**src/hw/rtl/crc_checked_frame_deframer_core_defines.svh**
```systemverilog
// Assertion macros used by the deframer parser.
`ifndef CRC_CHECKED_FRAME_DEFRAMER_CORE_DEFINES_SVH
`define CRC_CHECKED_FRAME_DEFRAMER_CORE_DEFINES_SVH

// Plain implication, checked on every rising clock edge outside reset.
`define CCFD_ASSERT_IMP(label, clk, rst, ante, cons, msg) \
   label: assert property (@(posedge clk) disable iff (rst) (ante) |-> (cons)) \
      else $error(msg);

// Implication whose consequent is checked in the next cycle.
`define CCFD_ASSERT_NXT(label, clk, rst, ante, cons, msg) \
   label: assert property (@(posedge clk) disable iff (rst) (ante) |=> (cons)) \
      else $error(msg);

`endif

```
**src/hw/rtl/ccfd_pkg.sv**
```systemverilog
// Package: types, constants and the CRC step shared by the deframer modules.
`default_nettype none
package ccfd_pkg;

   localparam int BUFFER_BYTES_DEF = 128;
   localparam int MAX_PAYLOAD_DEF  = 64;
   localparam int SYNC_LEN         = 8;
   localparam int HEAD_LEN         = 24;

   localparam logic [31:0] CRC_POLY = 32'hedb88320;
   localparam logic [31:0] CRC_ALL  = 32'hffffffff;

   // csr register indexes
   localparam logic REG_MAGIC   = 1'b0;
   localparam logic REG_VERSION = 1'b1;

   typedef enum logic [3:0] {
      S_IDLE,
      S_SYNC,
      S_SYNC_RD,
      S_HDR,
      S_FLD,
      S_FLD_RD,
      S_EVAL,
      S_CRC,
      S_CRC_RD,
      S_CRC_CHK,
      S_EMIT_ISSUE,
      S_EMIT
   } state_type;

   typedef enum logic [2:0] {
      PH_VER,
      PH_LEN,
      PH_CRC,
      PH_ID,
      PH_TYPE
   } phase_type;

   typedef struct packed {
      logic [7:0] data_byte;
      logic       chunk_last;
   } req_type;

   typedef struct packed {
      logic [7:0]  payload_byte;
      logic        byte_valid;
      logic        frame_valid;
      logic [15:0] msg_kind;
      logic [31:0] frame_tag;
      logic [6:0]  body_len;
      logic        last;
      logic        overflow_reset;
      logic        version_error;
      logic        length_error;
      logic        crc_error;
   } rsp_type;

   // one byte of the reflected CRC-32
   function automatic logic [31:0] crc_byte(input logic [31:0] crc, input logic [7:0] data);
      logic [31:0] c;
      c = crc ^ {24'd0, data};
      for (int b = 0; b < 8; b++) begin
         c = (c >> 1) ^ (c[0] ? CRC_POLY : 32'd0);
      end
      return c;
   endfunction

endpackage
`default_nettype wire

```
**src/hw/rtl/ccfd_ram.sv**
```systemverilog
// Generic single write, single read RAM with registered read data.
`default_nettype none
module ccfd_ram #(
   parameter int WIDTH = 8,
   parameter int DEPTH = ccfd_pkg::BUFFER_BYTES_DEF
) (
   input  wire logic                     clock,
   input  wire logic                     wr_en,
   input  wire logic [$clog2(DEPTH)-1:0] wr_addr,
   input  wire logic [WIDTH-1:0]         wr_data,
   input  wire logic [$clog2(DEPTH)-1:0] rd_addr,
   output logic      [WIDTH-1:0]         rd_data
);

   logic [WIDTH-1:0] mem_ff [DEPTH];
   logic [WIDTH-1:0] rd_data_ff;

   always_ff @(posedge clock) begin
      if (wr_en) begin
         mem_ff[wr_addr] <= wr_data;
      end
      rd_data_ff <= mem_ff[rd_addr];
   end

   assign rd_data = rd_data_ff;

endmodule
`default_nettype wire

```
**src/hw/rtl/ccfd_queue.sv**
```systemverilog
// Two-entry queue used on both sides of the frame parser.
`default_nettype none
module ccfd_queue #(
   parameter int WIDTH = 8
) (
   input  wire logic             clock,
   input  wire logic             reset,
   input  wire logic             push,
   input  wire logic [WIDTH-1:0] wr_data,
   output logic                  full,
   input  wire logic             pop,
   output logic                  empty,
   output logic      [WIDTH-1:0] rd_data
);

   logic [WIDTH-1:0] data_ff [2];
   logic             wr_ptr_ff, wr_ptr_in;
   logic             rd_ptr_ff, rd_ptr_in;
   logic [1:0]       count_ff, count_in;
   logic             do_push, do_pop;

   assign full    = (count_ff == 2'd2);
   assign empty   = (count_ff == 2'd0);
   assign do_push = push && !full;
   assign do_pop  = pop && !empty;
   assign rd_data = data_ff[rd_ptr_ff];

   always_comb begin
      wr_ptr_in = do_push ? !wr_ptr_ff : wr_ptr_ff;
      rd_ptr_in = do_pop ? !rd_ptr_ff : rd_ptr_ff;
      count_in  = count_ff;
      if (do_push && !do_pop) begin
         count_in = count_ff + 2'd1;
      end else if (do_pop && !do_push) begin
         count_in = count_ff - 2'd1;
      end
   end

   always_ff @(posedge clock) begin
      if (reset) begin
         wr_ptr_ff <= 1'b0;
         rd_ptr_ff <= 1'b0;
         count_ff  <= 2'd0;
      end else begin
         wr_ptr_ff <= wr_ptr_in;
         rd_ptr_ff <= rd_ptr_in;
         count_ff  <= count_in;
      end
   end

   always_ff @(posedge clock) begin
      if (do_push) begin
         data_ff[wr_ptr_ff] <= wr_data;
      end
   end

endmodule
`default_nettype wire

```
**src/hw/rtl/ccfd_parser.sv**
```systemverilog
// Frame parser: circular frame store, sync search, header and CRC checks, result emission.
`default_nettype none
`include "crc_checked_frame_deframer_core_defines.svh"
module ccfd_parser #(
   parameter int BUFFER_BYTES = ccfd_pkg::BUFFER_BYTES_DEF,
   parameter int MAX_PAYLOAD  = ccfd_pkg::MAX_PAYLOAD_DEF
) (
   input  wire logic              clock,
   input  wire logic              reset,
   input  wire logic [63:0]       magic_word,
   input  wire logic [15:0]       protocol_version,
   input  wire logic              in_empty,
   input  wire ccfd_pkg::req_type in_data,
   output logic                   in_pop,
   input  wire logic              out_full,
   output logic                   out_push,
   output ccfd_pkg::rsp_type      out_data
);

   localparam int PTR_W  = $clog2(BUFFER_BYTES);
   localparam int FILL_W = $clog2(BUFFER_BYTES + 1);
   localparam logic [PTR_W:0]    BUF_P  = (PTR_W+1)'(BUFFER_BYTES);
   localparam logic [FILL_W-1:0] BUF_F  = FILL_W'(BUFFER_BYTES);
   localparam logic [FILL_W-1:0] SYNC_F = FILL_W'(ccfd_pkg::SYNC_LEN);
   localparam logic [FILL_W-1:0] HEAD_F = FILL_W'(ccfd_pkg::HEAD_LEN);
   localparam logic [PTR_W-1:0]  HEAD_P = PTR_W'(ccfd_pkg::HEAD_LEN);
   localparam logic [PTR_W-1:0]  SYNC_P = PTR_W'(ccfd_pkg::SYNC_LEN);
   localparam logic [31:0]       MAX_W  = 32'(MAX_PAYLOAD);

   function automatic logic [PTR_W-1:0] wrap_add(input logic [PTR_W-1:0] base,
                                                 input logic [PTR_W-1:0] off);
      logic [PTR_W:0] s;
      s = {1'b0, base} + {1'b0, off};
      if (s >= BUF_P) begin
         s = s - BUF_P;
      end
      return s[PTR_W-1:0];
   endfunction

   ccfd_pkg::state_type state_ff, state_in;
   ccfd_pkg::phase_type phase_ff, phase_in;

   logic [PTR_W-1:0]  head_ff, head_in;
   logic [FILL_W-1:0] fill_ff, fill_in;
   logic [31:0]       newest_ff, newest_in;
   logic              seen_ff, seen_in;
   logic              skip_ff, skip_in;
   logic              chunk_last_ff, chunk_last_in;
   logic              ovf_ff, ovf_in;
   logic              verr_ff, verr_in;
   logic              lerr_ff, lerr_in;
   logic              cerr_ff, cerr_in;
   logic              got_ff, got_in;
   logic [15:0]       mtype_ff, mtype_in;
   logic [31:0]       rid_ff, rid_in;
   logic [6:0]        plen_ff, plen_in;
   logic [6:0]        len_ff, len_in;
   logic [PTR_W-1:0]  pay_start_ff, pay_start_in;
   logic [31:0]       crc_ff, crc_in;
   logic [31:0]       crcexp_ff, crcexp_in;
   logic [31:0]       acc_ff, acc_in;
   logic [6:0]        idx_ff, idx_in;

   logic              wr_en;
   logic [PTR_W-1:0]  wr_addr;
   logic [PTR_W-1:0]  rd_addr;
   logic [7:0]        rd_data;

   logic [4:0]        fld_off;
   logic [1:0]        fld_last;
   logic [FILL_W-1:0] size_acc;
   logic [FILL_W-1:0] size_len;
   logic [6:0]        emit_n;
   logic              has_bytes;
   logic              magic_miss;
   logic              newer;
   logic              too_long;

   ccfd_ram #(
      .WIDTH (8),
      .DEPTH (BUFFER_BYTES)
   ) u_store (
      .clock   (clock),
      .wr_en   (wr_en),
      .wr_addr (wr_addr),
      .wr_data (in_data.data_byte),
      .rd_addr (rd_addr),
      .rd_data (rd_data)
   );

   always_comb begin
      case (phase_ff)
         ccfd_pkg::PH_VER:  begin fld_off = 5'd8;  fld_last = 2'd1; end
         ccfd_pkg::PH_TYPE: begin fld_off = 5'd10; fld_last = 2'd1; end
         ccfd_pkg::PH_ID:   begin fld_off = 5'd12; fld_last = 2'd3; end
         ccfd_pkg::PH_LEN:  begin fld_off = 5'd16; fld_last = 2'd3; end
         ccfd_pkg::PH_CRC:  begin fld_off = 5'd20; fld_last = 2'd3; end
         default:           begin fld_off = 5'd8;  fld_last = 2'd1; end
      endcase
   end

   assign size_acc   = HEAD_F + FILL_W'(acc_ff[6:0]);
   assign size_len   = HEAD_F + FILL_W'(len_ff);
   assign has_bytes  = got_ff && (plen_ff != 7'd0);
   assign emit_n     = has_bytes ? plen_ff : 7'd1;
   assign magic_miss = (rd_data != magic_word[{idx_ff[2:0], 3'b000} +: 8]);
   assign newer      = !seen_ff || (acc_ff > newest_ff);
   assign too_long   = (acc_ff > MAX_W);

   // next state
   always_comb begin
      state_in = state_ff;
      case (state_ff)
         ccfd_pkg::S_IDLE: begin
            if (!in_empty) begin
               state_in = skip_ff ? ccfd_pkg::S_EMIT_ISSUE : ccfd_pkg::S_SYNC;
            end
         end
         ccfd_pkg::S_SYNC: begin
            state_in = (fill_ff < SYNC_F) ? ccfd_pkg::S_HDR : ccfd_pkg::S_SYNC_RD;
         end
         ccfd_pkg::S_SYNC_RD: begin
            if (magic_miss) begin
               state_in = ccfd_pkg::S_SYNC;
            end else if (idx_ff == 7'(ccfd_pkg::SYNC_LEN - 1)) begin
               state_in = ccfd_pkg::S_HDR;
            end
         end
         ccfd_pkg::S_HDR: begin
            state_in = (fill_ff < HEAD_F) ? ccfd_pkg::S_EMIT_ISSUE : ccfd_pkg::S_FLD;
         end
         ccfd_pkg::S_FLD: begin
            state_in = ccfd_pkg::S_FLD_RD;
         end
         ccfd_pkg::S_FLD_RD: begin
            if (idx_ff[1:0] == fld_last) begin
               state_in = ccfd_pkg::S_EVAL;
            end
         end
         ccfd_pkg::S_EVAL: begin
            case (phase_ff)
               ccfd_pkg::PH_VER: begin
                  state_in = (acc_ff[15:0] != protocol_version) ? ccfd_pkg::S_SYNC
                                                                : ccfd_pkg::S_FLD;
               end
               ccfd_pkg::PH_LEN: begin
                  if (too_long || (fill_ff < size_acc)) begin
                     state_in = ccfd_pkg::S_EMIT_ISSUE;
                  end else begin
                     state_in = ccfd_pkg::S_FLD;
                  end
               end
               ccfd_pkg::PH_CRC:  state_in = ccfd_pkg::S_CRC;
               ccfd_pkg::PH_ID:   state_in = newer ? ccfd_pkg::S_FLD : ccfd_pkg::S_SYNC;
               ccfd_pkg::PH_TYPE: state_in = ccfd_pkg::S_SYNC;
               default:           state_in = ccfd_pkg::S_IDLE;
            endcase
         end
         ccfd_pkg::S_CRC: begin
            state_in = (len_ff == 7'd0) ? ccfd_pkg::S_CRC_CHK : ccfd_pkg::S_CRC_RD;
         end
         ccfd_pkg::S_CRC_RD: begin
            if (idx_ff == len_ff - 7'd1) begin
               state_in = ccfd_pkg::S_CRC_CHK;
            end
         end
         ccfd_pkg::S_CRC_CHK: begin
            state_in = (crcexp_ff != ~crc_ff) ? ccfd_pkg::S_SYNC : ccfd_pkg::S_FLD;
         end
         ccfd_pkg::S_EMIT_ISSUE: begin
            state_in = ccfd_pkg::S_EMIT;
         end
         ccfd_pkg::S_EMIT: begin
            if (!out_full && (idx_ff == emit_n - 7'd1)) begin
               state_in = ccfd_pkg::S_IDLE;
            end
         end
         default: state_in = ccfd_pkg::S_IDLE;
      endcase
   end

   // datapath and outputs
   always_comb begin
      phase_in      = phase_ff;
      head_in       = head_ff;
      fill_in       = fill_ff;
      newest_in     = newest_ff;
      seen_in       = seen_ff;
      skip_in       = skip_ff;
      chunk_last_in = chunk_last_ff;
      ovf_in        = ovf_ff;
      verr_in       = verr_ff;
      lerr_in       = lerr_ff;
      cerr_in       = cerr_ff;
      got_in        = got_ff;
      mtype_in      = mtype_ff;
      rid_in        = rid_ff;
      plen_in       = plen_ff;
      len_in        = len_ff;
      pay_start_in  = pay_start_ff;
      crc_in        = crc_ff;
      crcexp_in     = crcexp_ff;
      acc_in        = acc_ff;
      idx_in        = idx_ff;
      wr_en         = 1'b0;
      wr_addr       = wrap_add(head_ff, fill_ff[PTR_W-1:0]);
      rd_addr       = head_ff;
      in_pop        = 1'b0;
      out_push      = 1'b0;

      out_data.payload_byte   = has_bytes ? rd_data : 8'd0;
      out_data.byte_valid     = has_bytes;
      out_data.frame_valid    = got_ff;
      out_data.msg_kind       = mtype_ff;
      out_data.frame_tag      = rid_ff;
      out_data.body_len       = plen_ff;
      out_data.last           = (idx_ff == emit_n - 7'd1);
      out_data.overflow_reset = ovf_ff;
      out_data.version_error  = verr_ff;
      out_data.length_error   = lerr_ff;
      out_data.crc_error      = cerr_ff;

      case (state_ff)
         ccfd_pkg::S_IDLE: begin
            if (!in_empty) begin
               in_pop        = 1'b1;
               chunk_last_in = in_data.chunk_last;
               ovf_in        = 1'b0;
               verr_in       = 1'b0;
               lerr_in       = 1'b0;
               cerr_in       = 1'b0;
               got_in        = 1'b0;
               mtype_in      = 16'd0;
               rid_in        = 32'd0;
               plen_in       = 7'd0;
               if (skip_ff) begin
                  if (in_data.chunk_last) begin
                     skip_in = 1'b0;
                  end
               end else begin
                  wr_en = 1'b1;
                  if (fill_ff == BUF_F) begin
                     // store full: parser cleared, byte lands at the head
                     wr_addr   = head_ff;
                     fill_in   = FILL_W'(1);
                     newest_in = 32'd0;
                     seen_in   = 1'b0;
                     ovf_in    = 1'b1;
                  end else begin
                     fill_in = fill_ff + FILL_W'(1);
                  end
               end
            end
         end
         ccfd_pkg::S_SYNC: begin
            idx_in  = 7'd0;
            rd_addr = head_ff;
         end
         ccfd_pkg::S_SYNC_RD: begin
            if (magic_miss) begin
               head_in = wrap_add(head_ff, PTR_W'(1));
               fill_in = fill_ff - FILL_W'(1);
            end else begin
               idx_in  = idx_ff + 7'd1;
               rd_addr = wrap_add(head_ff, PTR_W'(idx_ff) + PTR_W'(1));
            end
         end
         ccfd_pkg::S_HDR: begin
            phase_in = ccfd_pkg::PH_VER;
         end
         ccfd_pkg::S_FLD: begin
            idx_in  = 7'd0;
            acc_in  = 32'd0;
            rd_addr = wrap_add(head_ff, PTR_W'(fld_off));
         end
         ccfd_pkg::S_FLD_RD: begin
            acc_in[{idx_ff[1:0], 3'b000} +: 8] = rd_data;
            idx_in  = idx_ff + 7'd1;
            rd_addr = wrap_add(head_ff, PTR_W'(fld_off) + PTR_W'(idx_ff) + PTR_W'(1));
         end
         ccfd_pkg::S_EVAL: begin
            case (phase_ff)
               ccfd_pkg::PH_VER: begin
                  if (acc_ff[15:0] != protocol_version) begin
                     head_in = wrap_add(head_ff, SYNC_P);
                     fill_in = fill_ff - SYNC_F;
                     verr_in = 1'b1;
                  end else begin
                     phase_in = ccfd_pkg::PH_LEN;
                  end
               end
               ccfd_pkg::PH_LEN: begin
                  len_in = acc_ff[6:0];
                  if (too_long) begin
                     fill_in   = '0;
                     newest_in = 32'd0;
                     seen_in   = 1'b0;
                     lerr_in   = 1'b1;
                     skip_in   = !chunk_last_ff;
                  end else begin
                     phase_in = ccfd_pkg::PH_CRC;
                  end
               end
               ccfd_pkg::PH_CRC: begin
                  crcexp_in = acc_ff;
                  phase_in  = ccfd_pkg::PH_ID;
               end
               ccfd_pkg::PH_ID: begin
                  if (newer) begin
                     got_in       = 1'b1;
                     rid_in       = acc_ff;
                     plen_in      = len_ff;
                     pay_start_in = wrap_add(head_ff, HEAD_P);
                     newest_in    = acc_ff;
                     seen_in      = 1'b1;
                     phase_in     = ccfd_pkg::PH_TYPE;
                  end else begin
                     // stale id: frame dropped without a flag
                     head_in = wrap_add(head_ff, PTR_W'(size_len));
                     fill_in = fill_ff - size_len;
                  end
               end
               ccfd_pkg::PH_TYPE: begin
                  mtype_in = acc_ff[15:0];
                  head_in  = wrap_add(head_ff, PTR_W'(size_len));
                  fill_in  = fill_ff - size_len;
               end
               default: ;
            endcase
         end
         ccfd_pkg::S_CRC: begin
            crc_in  = ccfd_pkg::CRC_ALL;
            idx_in  = 7'd0;
            rd_addr = wrap_add(head_ff, HEAD_P);
         end
         ccfd_pkg::S_CRC_RD: begin
            crc_in  = ccfd_pkg::crc_byte(crc_ff, rd_data);
            idx_in  = idx_ff + 7'd1;
            rd_addr = wrap_add(head_ff, HEAD_P + PTR_W'(idx_ff) + PTR_W'(1));
         end
         ccfd_pkg::S_CRC_CHK: begin
            if (crcexp_ff != ~crc_ff) begin
               head_in = wrap_add(head_ff, PTR_W'(size_len));
               fill_in = fill_ff - size_len;
               cerr_in = 1'b1;
            end
         end
         ccfd_pkg::S_EMIT_ISSUE: begin
            idx_in  = 7'd0;
            rd_addr = pay_start_ff;
         end
         ccfd_pkg::S_EMIT: begin
            // hold the read address while the result queue is full
            rd_addr = wrap_add(pay_start_ff, PTR_W'(idx_ff));
            if (!out_full) begin
               out_push = 1'b1;
               idx_in   = idx_ff + 7'd1;
               rd_addr  = wrap_add(pay_start_ff, PTR_W'(idx_ff) + PTR_W'(1));
            end
         end
         default: ;
      endcase
   end

   always_ff @(posedge clock) begin
      if (reset) begin
         state_ff  <= ccfd_pkg::S_IDLE;
         head_ff   <= '0;
         fill_ff   <= '0;
         newest_ff <= 32'd0;
         seen_ff   <= 1'b0;
         skip_ff   <= 1'b0;
      end else begin
         state_ff  <= state_in;
         head_ff   <= head_in;
         fill_ff   <= fill_in;
         newest_ff <= newest_in;
         seen_ff   <= seen_in;
         skip_ff   <= skip_in;
      end
   end

   always_ff @(posedge clock) begin
      phase_ff      <= phase_in;
      chunk_last_ff <= chunk_last_in;
      ovf_ff        <= ovf_in;
      verr_ff       <= verr_in;
      lerr_ff       <= lerr_in;
      cerr_ff       <= cerr_in;
      got_ff        <= got_in;
      mtype_ff      <= mtype_in;
      rid_ff        <= rid_in;
      plen_ff       <= plen_in;
      len_ff        <= len_in;
      pay_start_ff  <= pay_start_in;
      crc_ff        <= crc_in;
      crcexp_ff     <= crcexp_in;
      acc_ff        <= acc_in;
      idx_ff        <= idx_in;
   end

   `CCFD_ASSERT_IMP(a_fill_bound, clock, reset, 1'b1, fill_ff <= BUF_F, "fill beyond store")
   `CCFD_ASSERT_IMP(a_head_bound, clock, reset, 1'b1, {1'b0, head_ff} < BUF_P, "head out of range")
   `CCFD_ASSERT_IMP(a_skip_src, clock, reset, $rose(skip_ff), $past(state_ff == ccfd_pkg::S_EVAL), "skip set outside header check")
   `CCFD_ASSERT_NXT(a_last_idle, clock, reset, out_push && out_data.last, state_ff == ccfd_pkg::S_IDLE, "parser busy after final result")

endmodule
`default_nettype wire

```
**src/hw/rtl/crc_checked_frame_deframer_core.sv**
```systemverilog
// Top level: configuration registers, input queue, frame parser and result queue.
// Usage:
//  - req side is a queue: a byte with its chunk_last flag is transferred when push is high
//    and full is low. A two-entry queue sits in front of the parser.
//  - rsp side is a queue: while empty is low the oldest result is on the rsp_ ports and it
//    is transferred when pop is high. Every byte gives at least one result; a delivered
//    frame gives one result per payload byte, the last one flagged by rsp_last.
//  - csr_wr_en writes magic_word (index 0) or protocol_version (index 1); write only idle.
//  - The parser walks the store through its one read port. With fewer than 8 bytes held a
//    byte passes take, sync test, header test, issue and push; a magic scan reads each
//    candidate start byte by byte, so a byte behind a matched magic adds the scan, and
//    one waiting on its payload adds the version read and the length read as well.
//  - Completing a frame adds the CRC field read, the CRC walk over the payload bytes, the
//    request id read, the type read, a return to the sync test and one push per result.
//    A skipped byte passes take, issue and push.
//  - Reset clears the parser, the queues and the registers; no clearing pass is needed.
//  - When the receiver stalls the result queue fills, the parser waits on it, and full
//    rises once the input queue is taken up too. Nothing is lost.
`default_nettype none
module crc_checked_frame_deframer_core #(
   parameter int BUFFER_BYTES = ccfd_pkg::BUFFER_BYTES_DEF,
   parameter int MAX_PAYLOAD  = ccfd_pkg::MAX_PAYLOAD_DEF
) (
   input  wire logic        clock,
   input  wire logic        reset,
   input  wire logic        push,
   output logic             full,
   input  wire logic [7:0]  req_data_byte,
   input  wire logic        req_chunk_last,
   output logic             empty,
   input  wire logic        pop,
   output logic [7:0]       rsp_payload_byte,
   output logic             rsp_byte_valid,
   output logic             rsp_frame_valid,
   output logic [15:0]      rsp_msg_kind,
   output logic [31:0]      rsp_frame_tag,
   output logic [6:0]       rsp_body_len,
   output logic             rsp_last,
   output logic             rsp_overflow_reset,
   output logic             rsp_version_error,
   output logic             rsp_length_error,
   output logic             rsp_crc_error,
   input  wire logic        csr_wr_en,
   input  wire logic        csr_index,
   input  wire logic [63:0] csr_wdata
);

   localparam int REQ_W = $bits(ccfd_pkg::req_type);
   localparam int RSP_W = $bits(ccfd_pkg::rsp_type);

   logic [63:0] magic_ff, magic_in;
   logic [15:0] version_ff, version_in;

   ccfd_pkg::req_type req_in;
   ccfd_pkg::req_type req_q;
   ccfd_pkg::rsp_type rsp_d;
   ccfd_pkg::rsp_type rsp_q;
   logic              in_empty;
   logic              in_pop;
   logic              out_full;
   logic              out_push;

   always_comb begin
      magic_in   = magic_ff;
      version_in = version_ff;
      if (csr_wr_en) begin
         case (csr_index)
            ccfd_pkg::REG_MAGIC:   magic_in   = csr_wdata;
            ccfd_pkg::REG_VERSION: version_in = csr_wdata[15:0];
            default: ;
         endcase
      end
   end

   always_ff @(posedge clock) begin
      if (reset) begin
         magic_ff   <= 64'd0;
         version_ff <= 16'd0;
      end else begin
         magic_ff   <= magic_in;
         version_ff <= version_in;
      end
   end

   assign req_in.data_byte  = req_data_byte;
   assign req_in.chunk_last = req_chunk_last;

   ccfd_queue #(
      .WIDTH (REQ_W)
   ) u_req_queue (
      .clock   (clock),
      .reset   (reset),
      .push    (push),
      .wr_data (req_in),
      .full    (full),
      .pop     (in_pop),
      .empty   (in_empty),
      .rd_data (req_q)
   );

   ccfd_parser #(
      .BUFFER_BYTES (BUFFER_BYTES),
      .MAX_PAYLOAD  (MAX_PAYLOAD)
   ) u_parser (
      .clock            (clock),
      .reset            (reset),
      .magic_word       (magic_ff),
      .protocol_version (version_ff),
      .in_empty         (in_empty),
      .in_data          (req_q),
      .in_pop           (in_pop),
      .out_full         (out_full),
      .out_push         (out_push),
      .out_data         (rsp_d)
   );

   ccfd_queue #(
      .WIDTH (RSP_W)
   ) u_rsp_queue (
      .clock   (clock),
      .reset   (reset),
      .push    (out_push),
      .wr_data (rsp_d),
      .full    (out_full),
      .pop     (pop),
      .empty   (empty),
      .rd_data (rsp_q)
   );

   assign rsp_payload_byte   = rsp_q.payload_byte;
   assign rsp_byte_valid     = rsp_q.byte_valid;
   assign rsp_frame_valid    = rsp_q.frame_valid;
   assign rsp_msg_kind       = rsp_q.msg_kind;
   assign rsp_frame_tag      = rsp_q.frame_tag;
   assign rsp_body_len       = rsp_q.body_len;
   assign rsp_last           = rsp_q.last;
   assign rsp_overflow_reset = rsp_q.overflow_reset;
   assign rsp_version_error  = rsp_q.version_error;
   assign rsp_length_error   = rsp_q.length_error;
   assign rsp_crc_error      = rsp_q.crc_error;

endmodule
`default_nettype wire

```
**config.mk**
```make
export PLATFORM = sky130hd
export DESIGN_NAME = crc_checked_frame_deframer_core
export DESIGN_NICKNAME = d
export VERILOG_FILES = /design/src/hw/rtl/ccfd_pkg.sv /design/src/hw/rtl/ccfd_ram.sv /design/src/hw/rtl/ccfd_queue.sv /design/src/hw/rtl/ccfd_parser.sv /design/src/hw/rtl/crc_checked_frame_deframer_core.sv
export VERILOG_INCLUDE_DIRS = /design/src /design/src/hw/rtl
export SDC_FILE = /design/constraint.sdc
export NUM_CORES = 2
export LEC_CHECK = 0
export ABC_AREA = 1
export BUFFER_PORTS_ARGS = -buffer_cell sky130_fd_sc_hd__buf_2
export CELL_PAD_IN_SITES_DETAIL_PLACEMENT = 0
export CELL_PAD_IN_SITES_GLOBAL_PLACEMENT = 1
export CORE_MARGIN = 5
export CORE_UTILIZATION = 51
export CTS_CLUSTER_DIAMETER = 60
export DETAILED_ROUTE_END_ITERATION = 8
export PLACE_DENSITY = 0.88
export SLEW_MARGIN = 0
export SYNTH_ARGS = -nofsm -noshare
export SYNTH_HDL_FRONTEND = slang
export SYNTH_HIERARCHICAL = 1
export SYNTH_SLANG_ARGS = --single-unit
```
**constraint.sdc**
```tcl
create_clock -name clock -period 6.2 [get_ports clock]
set_input_delay 0.31 -clock clock [delete_from_list [all_inputs] [get_ports clock]]
set_output_delay 0.31 -clock clock [all_outputs]
set_load 0.03 [all_outputs]
```
==> out/metrics.cfg <==
[die]
io_pins = 151
fp.dieW_um = 376.4
core_um2 = 133500
dieHeight_um = 376.4
initial_core_util = 0.5130
num_rows = 134
floorplan.die_area_um2 = 141700

[min_path]
hold_path_end = version_ff[13]
min_path_cells = 3
holdCritPathClass = input port to register
holdCritStartpoint = csr_index

[placed_design]
portBuffers = 150
place_area_um2 = 70520
hpwl_mm = 114.2
place_congestion = 0.9354
dpl.cell_count = 8182

[job]
cap_violations = 0

[routing]
wire_per_inst_um = 21.31
drtAntennaViolNets = 0
vias = 48800
totalWireLength_mm = 182.6
via_per_inst = 5.695
drtIter0Drc = 5486
route.detailed.drc = 0
dr.pass1.iters = 8

[critical_path]
cpLargestDelayFamily = simple AND/OR/NAND/NOR gates
cp_slowest_cell = nor2_1
cp.depth = 11
r2r_end = u_parser/u_store/mem_ff[15][6]
reg2reg_depth = 11
rr_startpoint = u_parser/fill_ff[3]
cp-end-kind = register
worst-setup-path-type = register to register
cp-start-kind = register
crit_fanout = 13
slowest_delay_ps = 1070
path_cells = inv_2, nand2_1, nor2_1, nand2_1, nor3_2, nand2_1, o21ai_0, inv_1, nor3_1, nand2_1, nor2_1
worst_ep_arrival_time_ps = 5790
path_buf_inv = 2
cp.required_ps = 6590
rrSetupSlack_ps = 790
crit_path_frequent_cell = nand2_1

[cells_and_area]
nFillCells = 10970
drive_gt1_frac = 0.09959
finalNetCount = 6847
multi_input_area_um2 = 21120
seqCellArea_um2 = 43960
areaGrowthSynthToFinish_pct = 11.92
design_area_um2 = 76620
layout.cells.non_filler = 8569

[clocking]
htree_levels = 4
cts_tree = yes
postCtsSetupBuffers = 0
cts_buffer_depth = 3
cts_buffers = 156
cts.clk_slew.worst_paths_ps = 60
insertion_delay_ps = 790
cts-root-buf = clkbuf_16
cts_sinks = 1514

[pwr]
power.leakage_nw = 28.93
p_per_area_nw_per_um2 = 440.1
peakVddDrop_v = 0.0004226

[synth]
ys_async_sr_fraction = 0
synth_fp_nets = 6673
synth.area.top_cells = edfxtp_1, nand2_1, nand3_1, dfxtp_1, nor2_1
avgSynthCellArea_um2 = 10.55
ys_seq_elements = 1514
synth.distinct_cells = 67
synth.most_common_cell = nand2_1
syn-cell-area_um2 = 68460
synth_ff_type = edfxtp_1
synth_edf_count = 1363
synthCells = 6488
ys_top_cells_by_count = nand2_1, edfxtp_1, nand3_1
ys_seq_area_frac = 0.6420
yosys_warnings = 6
yosysTopAreaCellShare = 0.5979
synth_largest_area_cell = edfxtp_1

[grt]
grt_pass1_vias = 45950
grt_overflow = 0
antenna_found_initial = 2
grt_max_degree = 194
grt_pass1_wl_mm = 276.6
track_usage = 0.2514

[sta]
hold_viol = 0
rsz0062_at_grt = no
maxSlewViolCount = 0
worst_slew_pin_slew_ps = 1278
fin_crit_ps = 5406
relSlewSlack = 0.1462
fin_tns_setup_ps = 0
setup_violations = 0
fin_skew_ps = 55.05
max_freq_mhz = 185.0
fin_crit_sh = 0.8720

[run_status]
outcome = finished clean

-- sequential cells by signal (all words and copies together) (netlist names), 2 cells and up, named ones only --
register,flops
u_parser/u_store/mem_ff,1024
u_rsp_queue/data_ff,140
magic_ff,64
u_parser/acc_ff,32
u_parser/crc_ff,32
u_parser/crcexp_ff,32
u_parser/newest_ff,32
u_parser/rid_ff,32
u_req_queue/data_ff,18
u_parser/mtype_ff,16
version_ff,16
u_parser/fill_ff,8
u_parser/u_store/rd_data,8
u_parser/head_ff,7
u_parser/idx_ff,7
u_parser/len_ff,7
u_parser/pay_start_ff,7
u_parser/plen_ff,7
u_parser/state_ff,4
u_parser/phase_ff,3
u_req_queue/count_ff,2
u_rsp_queue/count_ff,2
-- metrics by stage --
| step | setup WS, ps | util | total power [mW] | hold slack (ps) |
|---|---|---|---|---|
| floorplan | 1487 | - | 20.53 | 408.9 |
| global placement | 1045 | 0.5284 | 24.14 | 422.1 |
| detailed placement | 970.6 | 0.5284 | 24.28 | 429.6 |
| CTS | 961.7 | 0.5740 | 33.69 | 21.51 |
| global route | 584.2 | 0.5740 | 35.29 | 63.31 |
| finish | 793.7 | 0.5741 | 33.72 | 80.83 |
-- where the power goes --
group / total, mW / switching, mW / internal [mW]
registers: 13.0 / 0.534 / 12.4
logic: 11.4 / 8.30 / 3.06
clock network: 9.38 / 4.03 / 5.35
total: 33.7 / 12.9 / 20.9
-- cell usage in the layout (no fill, tap or decap), types with 13 or more instances in the layout --
cell / count
nand2_1: 1803
edfxtp_1: 1363
nand3_1: 1157
nor2_1: 492
inv_1: 366
clkbuf_16: 158
a21oi_1: 155
buf_2: 150
dfxtp_1: 150
ha_1: 99
o21ai_0: 91
dlygate4sd3_1: 90
buf_4: 90
xor2_1: 82
mux2_4: 78
xnor2_1: 38
nand4_1: 37
nor3_1: 36
clkbuf_1: 32
or2_2: 32
clkinv_2: 30
clkinv_1: 29
inv_2: 16
buf_12: 15
o211ai_1: 13
-- how the worst max path moves through the flow --
stage,from,to,slack [ps]
after CTS,u_parser/fill_ff[4],u_parser/u_store/mem_ff[15][6],960
after global routing,u_parser/fill_ff[4],u_parser/u_store/mem_ff[45][2],580
final,u_parser/fill_ff[3],u_parser/u_store/mem_ff[15][6],790
after detailed placement,u_parser/fill_ff[4],u_parser/u_store/mem_ff[15][0],970
after global placement,u_parser/fill_ff[4],u_parser/u_store/mem_ff[71][1],1040
after floorplan,u_parser/state_ff[3],u_rsp_queue/data_ff[0][0],1490
-- layout make-up --
type	count	share of cell area
multi-input cells	4253	0.2757
inverters	392	0.01968
diodes	3	0.00009798
flip-flops and latches	1514	0.5737
repair buffers	345	0.03429
clock buffers	201	0.05515
well taps	1768	0.02887
clock inverters	93	0.01254
-- per-layer routing --
layer	track usage	vias up	wire, µm
li1	-	22600	-
met5	0	-	0
met1	0.3454	23420	72790
met3	0.04050	416	15990
met2	0.4067	2370	86950
met4	0.09393	0	6866
-- worst register-to-register path, delay by kind of cell, from the launching register on --
kind,cells,cell delay [ps]
and+or+nand+nor,8,3430
AOI/OAI and AO/OA,1,790
buffers and inverters,2,380
DFF,1,440
-- repair_timing --
action / in CTS / in global routing
setup endpoints to repair: 0 / 0
hold endpoints to repair: 101 / 0
hold buffers: 90 / 0
gates resized for setup: 0 / 0
-- cell families after synthesis --
group / synth area share
muxes: 0.01683
DFF: 0.6420
xor gates and xnor gates: 0.01654
AOI/OAI and AO/OA: 0.02636
buffers and inverters: 0.05070
adders and majority gates: 0.02014
and+or+nand+nor: 0.2274
Power figures use the tool's default switching activity.
